## config.mk

```make
export PLATFORM = sky130hd
export DESIGN_NAME = rdht_ctrl
export DESIGN_NICKNAME = d
export VERILOG_FILES = /design/src/hw/rtl/rdht_pkg.sv /design/src/hw/rtl/rdht_ctrl.sv
export SDC_FILE = /design/constraint.sdc
export NUM_CORES = 1
export LEC_CHECK = 0
export ABC_AREA = 1
export BUFFER_PORTS_ARGS = -buffer_cell sky130_fd_sc_hd__buf_2
export CORE_AREA = 2 2 41 43
export CTS_BUF_LIST = sky130_fd_sc_hd__clkbuf_8
export DETAILED_ROUTE_END_ITERATION = 12
export DIE_AREA = 0 0 43 45
export SLEW_MARGIN = 20
export SYNTH_ARGS = -nofsm -noshare
export SYNTH_HDL_FRONTEND = slang
export SYNTH_SLANG_ARGS = --single-unit
```

## constraint.sdc

```tcl
create_clock -name clk -period 0.98 [get_ports clk]
set_input_delay 0.147 -clock clk [delete_from_list [all_inputs] [get_ports clk]]
set_output_delay 0.147 -clock clk [all_outputs]
set_load 0.01 [all_outputs]
```

## src/hw/rtl/rdht_pkg.sv

```systemverilog
// Shared constants, slot entry layout and controller/datapath interface types
// for the record dedup hash table. No dependencies.
package rdht_pkg;

    // Slot count must be a power of two: home slot and wrap use the low hash bits.
    localparam int TABLE_SLOTS = 1024;
    localparam int SLOT_W      = $clog2(TABLE_SLOTS);
    localparam int SLOT_OUT_W  = 10;
    localparam int ORD_W       = 16;
    localparam int TARGET_W    = 25;
    localparam int TIMES_W     = 64;
    localparam int TAG_W       = 8;
    localparam int KEY_BYTES   = 12;
    localparam int BYTE_CNT_W  = $clog2(KEY_BYTES);

    localparam logic [31:0] FNV_OFFSET = 32'd2166136261;
    localparam logic [31:0] FNV_PRIME  = 32'd16777619;

    // Epoch tags: a slot is live only when its tag equals the current epoch.
    localparam logic [TAG_W-1:0] TAG_CLEAR = '0;
    localparam logic [TAG_W-1:0] TAG_FIRST = TAG_W'(1);
    localparam logic [TAG_W-1:0] TAG_LAST  = '1;

    typedef enum logic [1:0] {
        ST_INSERTED  = 2'd0,
        ST_DUPLICATE = 2'd1,
        ST_FULL      = 2'd2
    } result_code_t;

    typedef struct packed {
        logic [TAG_W-1:0]    tag;
        logic [TARGET_W-1:0] target;
        logic [TIMES_W-1:0]  times;
        logic [ORD_W-1:0]    ordinal;
    } slot_entry_t;

    typedef struct packed {
        logic load;
        logic wipe_start;
        logic wipe_step;
        logic hash_step;
        logic probe_read;
        logic probe_check;
        logic emit;
    } rdht_cmd_t;

    typedef struct packed {
        logic wrap_on_load;
        logic wipe_last;
        logic hash_last;
        logic slot_empty;
        logic slot_match;
        logic sweep_last;
        logic out_free;
    } rdht_stat_t;

endpackage

```

## src/hw/rtl/rdht_ctrl.sv

```systemverilog
// Controller state machine: table clear sweep, hash sequencing, probe loop
// and result hand-off. Depends on rdht_pkg.
module rdht_ctrl
    import rdht_pkg::*;
(
    input  logic       clk,
    input  logic       rst_n,
    input  logic       in_valid,
    output logic       in_ready,
    input  rdht_stat_t stat,
    output rdht_cmd_t  cmd
);

    typedef enum logic [2:0] {
        S_WIPE,
        S_IDLE,
        S_HASH,
        S_READ,
        S_CHECK,
        S_FINISH
    } state_t;

    state_t state_reg;
    logic   pending_reg;

    assign in_ready = (state_reg == S_IDLE);

    always_comb
    begin
        cmd = '0;
        unique case (state_reg)
            S_WIPE:
            begin
                cmd.wipe_step = 1'b1;
            end
            S_IDLE:
            begin
                cmd.load       = in_valid;
                cmd.wipe_start = in_valid && stat.wrap_on_load;
            end
            S_HASH:
            begin
                cmd.hash_step = 1'b1;
            end
            S_READ:
            begin
                cmd.probe_read = 1'b1;
            end
            S_CHECK:
            begin
                cmd.probe_check = 1'b1;
            end
            S_FINISH:
            begin
                cmd.emit = stat.out_free;
            end
            default:
            begin
                cmd = '0;
            end
        endcase
    end

    always_ff @(posedge clk or negedge rst_n)
    begin
        if (!rst_n)
        begin
            state_reg   <= S_WIPE;
            pending_reg <= 1'b0;
        end
        else
        begin
            unique case (state_reg)
                S_WIPE:
                begin
                    if (stat.wipe_last)
                    begin
                        state_reg   <= pending_reg ? S_HASH : S_IDLE;
                        pending_reg <= 1'b0;
                    end
                end
                S_IDLE:
                begin
                    if (in_valid)
                    begin
                        if (stat.wrap_on_load)
                        begin
                            state_reg   <= S_WIPE;
                            pending_reg <= 1'b1;
                        end
                        else
                        begin
                            state_reg <= S_HASH;
                        end
                    end
                end
                S_HASH:
                begin
                    if (stat.hash_last)
                    begin
                        state_reg <= S_READ;
                    end
                end
                S_READ:
                begin
                    state_reg <= S_CHECK;
                end
                S_CHECK:
                begin
                    if (stat.slot_empty || stat.slot_match || stat.sweep_last)
                    begin
                        state_reg <= S_FINISH;
                    end
                    else
                    begin
                        state_reg <= S_READ;
                    end
                end
                S_FINISH:
                begin
                    if (stat.out_free)
                    begin
                        state_reg <= S_IDLE;
                    end
                end
                default:
                begin
                    state_reg <= S_IDLE;
                end
            endcase
        end
    end

endmodule

```

# [Word-level counts from Yosys, hierarchy flattened]
# Index checks and enable logic that the tools add are counted.
[word_totals] register_bits=4 wordCells=37 output_inout_bits=8 input_bits=10
[classes] n_eq_ne=10 n_reduce_logical=7 muxes=18
[op_table] cell="case mux 3 bit (6 select lines)" count=1
[op_table] cell="two-way mux 3 bit" count=5
[op_table] cell="two-way mux 1 bit" count=8
[op_table] cell="inequality test 2 bit, second input constant" count=4
[op_table] cell="AND reduction 4 bit" count=2
[op_table] cell="equality test 3 x 2 -> 1 bit, second input constant" count=2
[op_table] cell="equality test 3 bit, second input constant" count=2
[op_table] cell="two-way mux 2 bit" count=3
[op_table] cell="equality test 3 x 1 -> 1 bit, second input constant" count=1
[op_table] cell="zero test 3 bit" count=1
[op_table] cell="logical OR 1 bit" count=2
[op_table] cell="inequality test 2 x 1 -> 1 bit, second input constant" count=1
[op_table] cell="case mux 1 bit (2 select lines)" count=1
[op_table] cell="nonzero test 2 bit" count=1
[op_table] cell="logical AND 1 bit" count=1

# [Depth between registers and ports, before layout]
[depth] depth_word=4 mapped_depth=8

# [Least setup slack after synthesis]
# OpenSTA, ideal clock, no wires.
[synth_path] kind="register to output" start="register state_reg[2]" end="output cmd[5] (netlist name)" path_stages_with_launch=6 t_arrival_ns=1.030 path_slack_ns=-0.197 required_time_ns=0.833 cell_sequence="dfrtp_1 -> inv_2 -> nand3_2 -> nor2_1 -> nand2_1 -> inv_1"
[synth_lines] item="from (decl)" line_no="rdht_ctrl.sv:23" source="state_t state_reg;"
[synth_lines] item="from (signal assigned)" line_no="rdht_ctrl.sv:78" source="state_reg <= pending_reg ? S_HASH : S_IDLE;"
[synth_lines] item="to (decl)" line_no="rdht_ctrl.sv:11" source="output rdht_cmd_t cmd"

==> impl_metrics.json <==
{
  "status": "complete, but fails checks",
  "violations": "negative setup slack",
  "setup_viol": 12,
  "cts_root_buf": "clkbuf_8",
  "globalRouteOverflowTotal": 0,
  "seqPwrFrac_pct": 17.4,
  "worst_slack_ns": -0.321,
  "cap_violations": 0,
  "power.density_nw_per_um2": 2950,
  "grt_pass1_vias": 468,
  "drt_pass1_iterations": 4,
  "drc_errors": 0,
  "critPathCaptureType": "output pin",
  "clkTransAtPathRegs_ns": 0.03,
  "critical_path.max_fanout": 4,
  "post-route-util_pct": 46.7,
  "reg2reg_depth": 8,
  "cts_sinks": 4,
  "final_cell_mix": "15 x buf_2, 14 x buf_4, 13 x nand2_1",
  "final_common_cell": "buf_2",
  "yosysWarnings": 0,
  "vdd_ir_drop_max_mv": 1.28,
  "area_growth_syn_to_layout_pct": 105,
  "fill_cells": 165,
  "gp_congestion": 0.878,
  "wl_um": 1110,
  "htreeDepth": 1,
  "cts_made_buffers": 3,
  "cpLargestDelayFamily": "flip-flops",
  "yosysSeqAreaShare_pct": 29.9,
  "rsz0062_at_grt": "yes",
  "maxSlewHeadroom_pct": 87.3,
  "synthDistinctLibCells": 16,
  "final_layout_size_suffix_gt1_share_pct": 60.9,
  "ff_latch_area_um2": 103,
  "synthCells": 56,
  "p_total_w": 0.00202,
  "die_area_um2": 1940,
  "post-route-min-period_ns": 1.30,
  "p_clk_share_pct": 16.6,
  "fmax_mhz": 769,
  "slew_viol_final": 0,
  "largest_reg_flops": 3,
  "via_count": 456,
  "pwr-share-comb_pct": 65.9,
  "antenna_found_initial": 0,
  "viasPerCell": 4.22,
  "cp_slowest_cell": "dfrtp_2",
  "setup.worst_path.start_class": "flip-flop",
  "leakagePower_nw": 0.392,
  "hold_class": "input pin to async pin",
  "worst-setup-path-type": "flip-flop to output pin",
  "multi_input_area_um2": 244,
  "synth_area_um2": 335,
  "start_util_pct": 22.8,
  "grt.total_usage_pct": 13.5,
  "wl_per_cell_um": 10.2,
  "ant_nets": 0,
  "core_um2": 1470,
  "syn_nets": 66,
  "intPower_w": 0.00115,
  "cts_buffer_depth": 2,
  "dr.first_iter.drc_count": 3,
  "tns_ns": -2.97,
  "antenna_cells": 0,
  "hold_viol_final": 0,
  "avgSynthCellArea_um2": 5.99,
  "tritoncts": "done",
  "die_height_um": 45,
  "ios": 18,
  "nets": 104,
  "tightest_slew_ns": 0.188,
  "row_count": 14,
  "cp.buffers_inverters": 2,
  "place.port_buffers": 17,
  "cp_cell_sequence": "buf_4 -> nor3_4 -> buf_2",
  "skew_ns": 0.000914,
  "die_x_um": 43,
  "swShare_pct": 43.0,
  "grt_max_degree": 7,
  "ys_ff_latch": 4,
  "dp_hpwl_um": 748,
  "grt_pass1_wl_um": 1840,
  "arrival_ns": 1.15,
  "fin_crit_sh_pct": 133,
  "cp.required_ns": 0.83,
  "critPathMaxStageDelay_ns": 0.44,
  "power_switching_w": 0.000871,
  "clkLatencyLatePin_ns": 0.21,
  "crit_cells": 3
}
-- per-stage QoR --
| step | setup slack [ns] | instances | hold slack, ns | instance area, um2 |
|---|---|---|---|---|
| 2_1_floorplan | -0.0903 | 56 | -0.149 | 359 |
| 3_3_place_gp | -0.145 | 99 | -0.0391 | 539 |
| 3_5_place_dp | -0.172 | 99 | -0.0411 | 539 |
| 4_1_cts | -0.320 | 108 | 0.265 | 678 |
| 5_1_grt | -0.379 | 108 | 0.272 | 687 |
| 6_report | -0.321 | 108 | 0.270 | 687 |
-- synthesized netlist by cell type (all sizes together) --
library cell / number / area (um2)
dfrtp: 4 / 100
a21oi: 1 / 5.00
nand3: 3 / 20.0
nand3b: 1 / 7.51
o21ai: 2 / 10.0
clkinv: 1 / 3.75
nor2: 10 / 40.0
inv: 13 / 48.8
nor3: 2 / 20.0
and2: 1 / 7.51
nand4: 1 / 6.26
nand2: 16 / 60.1
nor4: 1 / 6.26
-- worst register-to-register path, delay by kind of cell, from the launching register on --
| kind | cells | cell delay [ns] |
|---|---|---|
| and+or+nand+nor | 6 | 0.39 |
| buffers and inverters | 2 | 0.26 |
| DFF | 1 | 0.44 |
-- metal layers --
metal / part of all wire (%) / GRT usage (%) / vias up / routed length (um)
met5: 0 / 0 / - / 0
met4: 0 / 13.3 / 0 / 0
met3: 2.3 / 4.40 / 0 / 25
met2: 60 / 23.0 / 6 / 659
met1: 38 / 12.6 / 209 / 420
li1: - / - / 241 / -
-- kinds of logic (layout without fill, tap and decap cells) --
kind of cell / count (synthesis) / count (layout) / share of synthesized area, %
and+or+nand+nor: 35 / 35 / 50.0
buffers and inverters: 14 / 50 / 15.7
DFF: 4 / 4 / 29.9
AOI/OAI and AO/OA: 3 / 3 / 4.48
-- power groups by stage --
| stage | clock network (W) | registers (W) | logic (W) |
|---|---|---|---|
| finish | 0.000337 | 0.000353 | 0.00134 |
| global route | 0.000365 | 0.000362 | 0.00147 |
| CTS | 0.000351 | 0.000345 | 0.00128 |
| detailed placement | 0 | 0.000316 | 0.00103 |
| global placement | 0 | 0.000316 | 0.00101 |
| floorplan | 0 | 0.000328 | 0.000589 |
-- path summary, 6_finish.rpt --
check	start	endpoint	slack, ns
worst max register to register	state_reg[0]	state_reg[1]	-0.22
worst min register to register	pending_reg	pending_reg	0.47
worst min-delay path	rst_n	pending_reg	0.27
max in group asynchronous	rst_n	state_reg[1]	0.58
worst max-delay path	state_reg[0]	cmd[3]	-0.32
min in group clk	stat[3]	state_reg[2]	0.28
-- area by class of cell --
type                            count  area share, %
Multi-Input combinational cell     38           35.5
Timing Repair Buffer               33           32.6
Sequential cell                     4           14.9
Inverter                           14           8.01
Clock buffer                        3           6.01
Tap cell                           16           2.91
-- what timing repair did --
action	4_1_cts	5_1_grt
endpoints found under the setup margin	12	12
hold endpoints to repair	4	0
resized for setup	15	2
hold buffers	1	0
pin swaps	4	2
buffers inserted	5	0
Power figures use the tool's default switching activity.
